## config.mk

```make
export PLATFORM = sky130hd
export DESIGN_NAME = doubly_linked_list_engine
export DESIGN_NICKNAME = d
export VERILOG_FILES = /design/src/rtl/core/dll_pkg.sv /design/src/rtl/core/doubly_linked_list_engine.sv /design/src/rtl/core/dll_node_mem.sv
export SDC_FILE = /design/constraint.sdc
export NUM_CORES = 2
export LEC_CHECK = 0
export BUFFER_PORTS_ARGS = -buffer_cell sky130_fd_sc_hd__buf_4
export CAP_MARGIN = 15
export CORE_MARGIN = 4
export CORE_UTILIZATION = 50
export CTS_BUF_LIST = sky130_fd_sc_hd__clkbuf_4
export DETAILED_ROUTE_END_ITERATION = 8
export GPL_TIMING_DRIVEN = 0
export PLACE_DENSITY = 0.67
export SETUP_SLACK_MARGIN = 0.5
export SYNTH_ARGS = -nofsm -noshare
export SYNTH_HDL_FRONTEND = slang
export SYNTH_HIERARCHICAL = 1
export SYNTH_SLANG_ARGS = --single-unit
```

## constraint.sdc

```tcl
create_clock -name clk -period 3.12 [get_ports clk]
set_clock_uncertainty 0.15 [all_clocks]
set_input_delay 0.156 -clock clk [delete_from_list [all_inputs] [get_ports clk]]
set_output_delay 0.156 -clock clk [all_outputs]
set_load 0.02 [all_outputs]
```

## src/rtl/core/dll_pkg.sv

```systemverilog
// Shared types, constants and helpers for the doubly linked list engine.
// No dependencies; every module of the block imports this package.
package dll_pkg;

  localparam int CAPACITY = 32;
  localparam int IDX_W    = (CAPACITY > 1) ? $clog2(CAPACITY) : 1;
  localparam int LINK_W   = $clog2(CAPACITY + 1);

  localparam logic [LINK_W-1:0] NULL_LINK = LINK_W'(CAPACITY);
  localparam logic [LINK_W-1:0] LAST_STEP = LINK_W'(CAPACITY - 1);

  typedef enum logic [2:0] {
    FUNC_PUSH_FRONT = 3'd0,
    FUNC_PUSH_BACK  = 3'd1,
    FUNC_REMOVE     = 3'd2,
    FUNC_LIST_FWD   = 3'd3,
    FUNC_LIST_BWD   = 3'd4
  } func_t;

  typedef enum logic [2:0] {
    KIND_DONE     = 3'd0,
    KIND_ELEM     = 3'd1,
    KIND_EMPTY    = 3'd2,
    KIND_FULL     = 3'd3,
    KIND_NOTFOUND = 3'd4
  } kind_t;

  typedef enum logic [2:0] {
    S_IDLE,
    S_PUSH,
    S_FIX,
    S_WALK,
    S_UNLINK_P,
    S_UNLINK_N,
    S_LIST,
    S_EMIT
  } state_t;

  typedef struct packed {
    logic [2:0]         func;
    logic signed [31:0] item_value;
  } cmd_t;

  typedef struct packed {
    logic [2:0]         kind;
    logic signed [31:0] out_value;
    logic               last;
  } rsp_t;

  typedef struct packed {
    logic [31:0]       value;
    logic [LINK_W-1:0] next_link;
    logic [LINK_W-1:0] prev_link;
  } node_t;

  typedef struct packed {
    logic             rd_en;
    logic [IDX_W-1:0] rd_addr;
    logic             value_we;
    logic             next_we;
    logic             prev_we;
    logic [IDX_W-1:0] wr_addr;
    node_t            wr_node;
  } mem_req_t;

  function automatic logic is_node(input logic [LINK_W-1:0] link);
    return link < NULL_LINK;
  endfunction

  function automatic logic [LINK_W-1:0] first_free(input logic [CAPACITY-1:0] occ);
    logic [LINK_W-1:0] idx;
    idx = NULL_LINK;
    for (int i = CAPACITY - 1; i >= 0; i--) begin
      if (!occ[i]) idx = LINK_W'(i);
    end
    return idx;
  endfunction

endpackage

```

## src/rtl/core/doubly_linked_list_engine.sv

```systemverilog
// Doubly linked list engine: top level with command sequencer and response register.
// Depends on dll_pkg and dll_node_mem.
//
// Usage: commands enter on cmd (cmd_valid / cmd_stall), one at a time; results leave
// on rsp (rsp_valid / rsp_stall), each word registered. Every command gives at least
// one result word; the final word of a command carries last.
// Sequence after a command is accepted:
//   push: write the new node, then relink the old end node of a non-empty list.
//   remove: walks from the head, one node per cycle, set by the single read port
//   of the node store (at most CAPACITY nodes); on a match it unlinks the node.
//   list: fetch the end node, then one element word per cycle unless rsp_stall.
//   empty list, store full and unknown codes: only the status word.
// cmd_stall is high while a command is in progress; a new command may be taken while
// the previous final word still waits in the response register.
// A stalled response holds its word; a list walk pauses on the stall and resumes.
// Reset (synchronous, active high) empties the list: head and tail go
// to the null link and the occupancy map clears; node contents are left as they are.
module doubly_linked_list_engine import dll_pkg::*; (
  input  logic clk,
  input  logic rst,
  input  logic cmd_valid,
  output logic cmd_stall,
  input  cmd_t cmd,
  output logic rsp_valid,
  input  logic rsp_stall,
  output rsp_t rsp
);

  state_t            state, state_next;
  func_t             cmd_func;
  logic [31:0]       cmd_value;
  logic [LINK_W-1:0] cur, steps, link_p, link_n;
  logic [LINK_W-1:0] head_link, tail_link, free_link;
  logic [CAPACITY-1:0] occupied;
  kind_t             res_kind;

  mem_req_t          req;
  node_t             rdata;
  logic              accept, slot_free, full, at_front, match, last_step;
  logic [LINK_W-1:0] walk_next, list_next, other_end;
  logic              walk_done, list_last;
  func_t             in_func;
  logic              rsp_load;
  rsp_t              rsp_word;

  dll_node_mem u_mem (
    .clk   (clk),
    .req   (req),
    .rdata (rdata)
  );

  assign cmd_stall = (state != S_IDLE);
  assign accept    = cmd_valid && !cmd_stall;
  assign in_func   = func_t'(cmd.func);
  assign slot_free = !rsp_valid || !rsp_stall;
  assign full      = !is_node(free_link);
  assign at_front  = (cmd_func == FUNC_PUSH_FRONT);
  assign other_end = at_front ? head_link : tail_link;
  assign match     = (rdata.value == cmd_value);
  assign last_step = (steps == LAST_STEP);
  assign walk_next = rdata.next_link;
  assign walk_done = !is_node(walk_next) || last_step;
  assign list_next = (cmd_func == FUNC_LIST_BWD) ? rdata.prev_link : rdata.next_link;
  assign list_last = !is_node(list_next) || last_step;

  always_comb begin
    state_next = state;
    case (state)
      S_IDLE: begin
        if (accept) begin
          case (in_func)
            FUNC_PUSH_FRONT, FUNC_PUSH_BACK: state_next = full ? S_EMIT : S_PUSH;
            FUNC_REMOVE:   state_next = is_node(head_link) ? S_WALK : S_EMIT;
            FUNC_LIST_FWD: state_next = is_node(head_link) ? S_LIST : S_EMIT;
            FUNC_LIST_BWD: state_next = is_node(tail_link) ? S_LIST : S_EMIT;
            default:       state_next = S_EMIT;
          endcase
        end
      end
      S_PUSH:     state_next = is_node(other_end) ? S_FIX : S_EMIT;
      S_FIX:      state_next = S_EMIT;
      S_WALK: begin
        if (match) state_next = S_UNLINK_P;
        else if (walk_done) state_next = S_EMIT;
      end
      S_UNLINK_P: state_next = S_UNLINK_N;
      S_UNLINK_N: state_next = S_EMIT;
      S_LIST:     if (slot_free && list_last) state_next = S_IDLE;
      S_EMIT:     if (slot_free) state_next = S_IDLE;
      default:    state_next = S_IDLE;
    endcase
  end

  always_comb begin
    req      = '0;
    rsp_load = 1'b0;
    rsp_word = '0;
    case (state)
      S_IDLE: begin
        req.rd_en   = accept;
        req.rd_addr = (in_func == FUNC_LIST_BWD) ? tail_link[IDX_W-1:0]
                                                 : head_link[IDX_W-1:0];
      end
      S_PUSH: begin
        req.value_we          = 1'b1;
        req.next_we           = 1'b1;
        req.prev_we           = 1'b1;
        req.wr_addr           = cur[IDX_W-1:0];
        req.wr_node.value     = cmd_value;
        req.wr_node.next_link = at_front ? head_link : NULL_LINK;
        req.wr_node.prev_link = at_front ? NULL_LINK : tail_link;
      end
      S_FIX: begin
        req.wr_addr           = link_n[IDX_W-1:0];
        req.prev_we           = at_front;
        req.next_we           = !at_front;
        req.wr_node.next_link = cur;
        req.wr_node.prev_link = cur;
      end
      S_WALK: begin
        req.rd_en   = !match && !walk_done;
        req.rd_addr = walk_next[IDX_W-1:0];
      end
      S_UNLINK_P: begin
        req.next_we           = is_node(link_p);
        req.wr_addr           = link_p[IDX_W-1:0];
        req.wr_node.next_link = link_n;
      end
      S_UNLINK_N: begin
        req.prev_we           = is_node(link_n);
        req.wr_addr           = link_n[IDX_W-1:0];
        req.wr_node.prev_link = link_p;
      end
      S_LIST: begin
        rsp_load           = slot_free;
        rsp_word.kind      = KIND_ELEM;
        rsp_word.out_value = rdata.value;
        rsp_word.last      = list_last;
        req.rd_en          = slot_free && !list_last;
        req.rd_addr        = list_next[IDX_W-1:0];
      end
      S_EMIT: begin
        rsp_load      = slot_free;
        rsp_word.kind = res_kind;
        rsp_word.last = 1'b1;
      end
      default: ;
    endcase
  end

  always_ff @(posedge clk) begin
    if (rst) begin
      state     <= S_IDLE;
      head_link <= NULL_LINK;
      tail_link <= NULL_LINK;
      occupied  <= '0;
      free_link <= '0;
    end else begin
      state     <= state_next;
      free_link <= first_free(occupied);
      case (state)
        S_IDLE: begin
          if (accept) begin
            cmd_func  <= in_func;
            cmd_value <= cmd.item_value;
            steps     <= '0;
            case (in_func)
              FUNC_PUSH_FRONT, FUNC_PUSH_BACK: begin
                cur      <= free_link;
                res_kind <= full ? KIND_FULL : KIND_DONE;
              end
              FUNC_REMOVE: begin
                cur      <= head_link;
                res_kind <= KIND_NOTFOUND;
              end
              FUNC_LIST_FWD: begin
                cur      <= head_link;
                res_kind <= KIND_EMPTY;
              end
              FUNC_LIST_BWD: begin
                cur      <= tail_link;
                res_kind <= KIND_EMPTY;
              end
              default: res_kind <= KIND_DONE;
            endcase
          end
        end
        S_PUSH: begin
          occupied[cur[IDX_W-1:0]] <= 1'b1;
          link_n <= other_end;
          if (at_front) begin
            head_link <= cur;
            if (!is_node(tail_link)) tail_link <= cur;
          end else begin
            tail_link <= cur;
            if (!is_node(head_link)) head_link <= cur;
          end
        end
        S_WALK: begin
          if (match) begin
            link_p <= rdata.prev_link;
            link_n <= rdata.next_link;
          end else begin
            cur   <= walk_next;
            steps <= steps + LINK_W'(1);
          end
        end
        S_UNLINK_P: begin
          if (!is_node(link_p)) head_link <= link_n;
          if (!is_node(link_n)) tail_link <= link_p;
        end
        S_UNLINK_N: begin
          occupied[cur[IDX_W-1:0]] <= 1'b0;
          res_kind <= KIND_DONE;
        end
        S_LIST: begin
          if (slot_free) begin
            cur   <= list_next;
            steps <= steps + LINK_W'(1);
          end
        end
        default: ;
      endcase
    end
  end

  always_ff @(posedge clk) begin
    if (rst) begin
      rsp_valid <= 1'b0;
    end else if (rsp_load) begin
      rsp_valid <= 1'b1;
    end else if (!rsp_stall) begin
      rsp_valid <= 1'b0;
    end
  end

  always_ff @(posedge clk) begin
    if (rsp_load) rsp <= rsp_word;
  end

  a_ends_agree: assert property (@(posedge clk) disable iff (rst)
    is_node(head_link) == is_node(tail_link))
    else $error("head and tail disagree on list emptiness");

  a_empty_map: assert property (@(posedge clk) disable iff (rst)
    (occupied == '0) |-> !is_node(head_link))
    else $error("list has a head but no node is occupied");

  a_walk_bound: assert property (@(posedge clk) disable iff (rst)
    (state == S_WALK || state == S_LIST) |-> (steps < NULL_LINK))
    else $error("walk went past the node count");

  a_single_word: assert property (@(posedge clk) disable iff (rst)
    (rsp_valid && rsp.kind != KIND_ELEM) |-> (rsp.out_value == 0 && rsp.last))
    else $error("status word carries a value or lacks last");

endmodule

```

## src/rtl/core/dll_node_mem.sv

```systemverilog
// Node store: value, successor and predecessor link per node.
// One write port with per-field enables, one registered read port. Uses dll_pkg.
module dll_node_mem import dll_pkg::*; (
  input  logic     clk,
  input  mem_req_t req,
  output node_t    rdata
);

  node_t mem [CAPACITY];

  always_ff @(posedge clk) begin
    if (req.value_we) mem[req.wr_addr].value     <= req.wr_node.value;
    if (req.next_we)  mem[req.wr_addr].next_link <= req.wr_node.next_link;
    if (req.prev_we)  mem[req.wr_addr].prev_link <= req.wr_node.prev_link;
  end

  always_ff @(posedge clk) begin
    if (req.rd_en) rdata <= mem[req.rd_addr];
  end

endmodule
```

==> key figures <==
Final layout
  – Final Util: 62.8%
  – Fraction of layout cells with a size suffix above 1: 30.6%
  – FILL cells: 8,870
  – Layout area overhead: 24.8%
  – Multi-input gate area: about 18,000 um2
  – Final design area excluding fillers: approximately 80,000 um2
  – Nets: between 4,000 and 5,000
  – Register area: 47,600 um2

CTS
  – H-tree depth: 5
  – CTS sink cnt: 1,604
  – TritonCTS clock tree: yes
  – Clk slew on worst S/H paths: about 0.070 ns
  – Clk_lat worst skew: 1.35 ns
  – Clk root buf: clkbuf_4
  – Num CTS Buffers: between 400 and 500
  – Clock Path Buffers: 4

Worst setup path
  – Setup crit end kind: flop
  – Arrival @ worst endpoint: about 4 ns
  – WS Path Type: reg -> reg
  – Crit-path max FO: 9
  – Critical path required time: 3.93 ns
  – Startpoint types: flop

Synth
  – Post-synth cell types: 72
  – Top_reg_cell synth: edfxtp_1
  – Yosys top cell by area: edfxtp_1
  – Mean Syn Cell Area: 16.3 um2
  – Ys Warns: 6
  – Synth Register Bits: 1,604
  – Fraction of registers with async set/reset: 0%
  – Top cells by area, synth: edfxtp_1, mux2i_1, a22oi_1, dfxtp_1, and2_1
  – Syn nets: around 4,000
  – Mapped cell area: 64,300 um2
  – Top cells by count, synth: edfxtp_1, mux2i_1, a21oi_1, nand2_1, and2_1
  – Post-synthesis sequential area ratio: 74.1%
  – Count leader, synth: edfxtp_1
  – EDFF count, synth: 1,550
  – Gate Count Post-Synth: 3,942
  – Yosys top cell area share: 72.4%

Status
  – Failing checks: negative setup slack
  – Outcome: finished with violations

Placement
  – IO Port Bufs: 75
  – GPL Wtd Cong: 0.886
  – Placed cell area: 67,300 um2
  – Post-DP HPWL: 113,000 um

Floorplanning
  – Die Area: 134,000 um2
  – Starting Density: 50.4%
  – Row cnt: 131
  – Die Height: 367 um
  – Die width: 367 um
  – Total core area: roughly 130,000 um2
  – # IOs: 77

Min path
  – HP Class: in -> reg

STA
  – Final WS setup: -0.119 ns
  – Final setup fails: 195
  – FMAX: 309 MHz
  – Max Slew Vio Count: 0
  – Unrepaired setup endpoints after global routing: true
  – Fin. Hold Viols: 0
  – Rel. slew slack: 21.8%
  – Worst Max-Slew Pin Slew: 1.17 ns
  – Setup total negative slack: -7.64 ns
  – Final min period: 3.24 ns
  – Final hold slack: around 0.14 ns
  – Final period util: 104%

Power and ir drop
  – Pwr/cell area: 764 nW/um2
  – Clock power share: 27.7%
  – Switching share of total power: 33.1%
  – Reg power frac: 42.4%
  – Peak VDD IR: 0.515 mV
  – Leak pwr: approximately 27 nW
  – Comb pwr share: 29.9%
  – Net Switching: around 0.02 W
  – Total internal power: about 0.041 W

Routing
  – WL per Instance: 30.6 um
  – Routed via count: 41,600
  – Detailed Routing Iterations Pass 1: 6
  – DRT iter0 DRCs: 5,053
  – Routed Antenna Nets: 0
  – Residual DRC: 0
  – Via density: 6.15
  – Routed wire length: 207,000 um

Run
  – Max-Cap Viols: 0

Global routing
  – Grt ovf: 0
  – Vias in the first global route: 40,000
  – Initial antenna violation count: 15
  – First-pass GRT wire length: 281,000 um
  – Largest net degree at the start of global routing: 36
  – GRT Overall Usage: 29.2%
==> through the flow <==
step | setup slack [ns] | total power, W | cells
detailed placement | -1.75 | 0.0395 | 5688
CTS | -0.0170 | 0.0587 | 6671
floorplan | 0.176 | 0.0342 | 3942
global route | -0.233 | 0.0633 | 6763
finish | -0.119 | 0.0613 | 6768
global placement | -2.23 | 0.0393 | 5679
==> sequential cells by signal (all words and copies together) (netlist names), 6 cells and up, named ones only <==
name / flops
steps: 6
rsp: 36
u_mem/mem: 1408
u_mem/rdata: 44
link_n: 6
head_link: 6
cmd_value: 32
free_link: 6
link_p: 6
tail_link: 6
cur: 6
==> logic make-up after synthesis <==
kind of cell | count (synthesis) | synth area share, %
mux | 726 | 11.3
flops | 1604 | 74.1
simple gates | 744 | 5.88
xor+xnor | 36 | 0.490
fa+ha+maj | 1 | 0.0195
compound gates | 575 | 6.12
buf+inv | 256 | 2.10
==> timing repair <==
action / CTS / global route
hold endpoints to repair: 234 / 0
pin swaps: 55 / 111
setup endpoints to repair: 2772 / 2731
resized for setup: 541 / 357
hold buffers: 112 / 0
cloned: 30 / 16
setup buffers: 151 / 64
==> metal layers <==
metal | vias to the layer above | GRT usage, % | wire length, um
met4 | 14 | 15.3 | 11400
met3 | 597 | 8.08 | 24300
met5 | - | 0 | 103
li1 | 17400 | - | -
met1 | 20800 | 37.4 | 75400
met2 | 2715 | 45.8 | 96100
==> path summary, 6_finish.rpt <==
path                       startpoint                          end  slack (ns)  depth (start not counted)
max             state[2]$_SDFFE_PP0P_  u_mem/mem[18][14]$_DFFE_PP_       -0.12                         13
max reg2reg     state[2]$_SDFFE_PP0P_  u_mem/mem[18][14]$_DFFE_PP_       -0.12                         13
min                           cmd[32]        state[2]$_SDFFE_PP0P_        0.14                          7
min reg2reg  u_mem/rdata[5]$_DFFE_PP_          link_p[5]$_DFFE_PP_        0.35                          0
==> layout by cell type, fill, tap and decap left out, types with 44 or more instances in the layout <==
master / instances
nand3_1: 102
buf_6: 72
buf_4: 207
nor2_1: 73
buf_12: 145
clkbuf_4: 594
dlygate4sd3_1: 112
nand2_1: 176
and2_1: 75
a22o_1: 88
a22oi_1: 110
and2_4: 73
a21oi_1: 178
clkinv_1: 88
dfxtp_1: 51
nand3_2: 44
edfxtp_1: 1550
mux2i_1: 702
==> critical path, stage by stage (launching register included) <==
cell and delay (ns):
dfxtp_4 0.36, buf_8 0.13, buf_4 0.13, buf_6 0.12
nor3b_4 0.24, buf_6 0.17, nand2_4 0.06, o21ai_4 0.11
buf_6 0.14, buf_8 0.11, or3b_4 0.45, nor2_4 0.34
and2_4 0.26, buf_12 0.15
==> power groups by stage <==
stage / registers [W] / logic (W) / clock network [W]
final: 0.0260 / 0.0183 / 0.0170
after global routing: 0.0260 / 0.0188 / 0.0184
after CTS: 0.0260 / 0.0156 / 0.0171
after detailed placement: 0.0264 / 0.0131 / 0
after global placement: 0.0264 / 0.0129 / 0
after floorplan: 0.0262 / 0.00797 / 0
==> cell type report <==
type / instances / area share [%]
Antenna cell: 13 / 0.0405
Timing Repair Buffer: 433 / 6.78
Sequential cell: 1604 / 59.4
Buffer: 236 / 3.17
Inverter: 20 / 0.120
Timing Repair inverter: 1 / 0.00936
Tap cell: 1662 / 2.59
Clock inverter: 112 / 0.622
Clock buffer: 578 / 5.41
Multi-Input combinational cell: 2109 / 21.9
No activity file was read; power rests on OpenSTA's default activity.
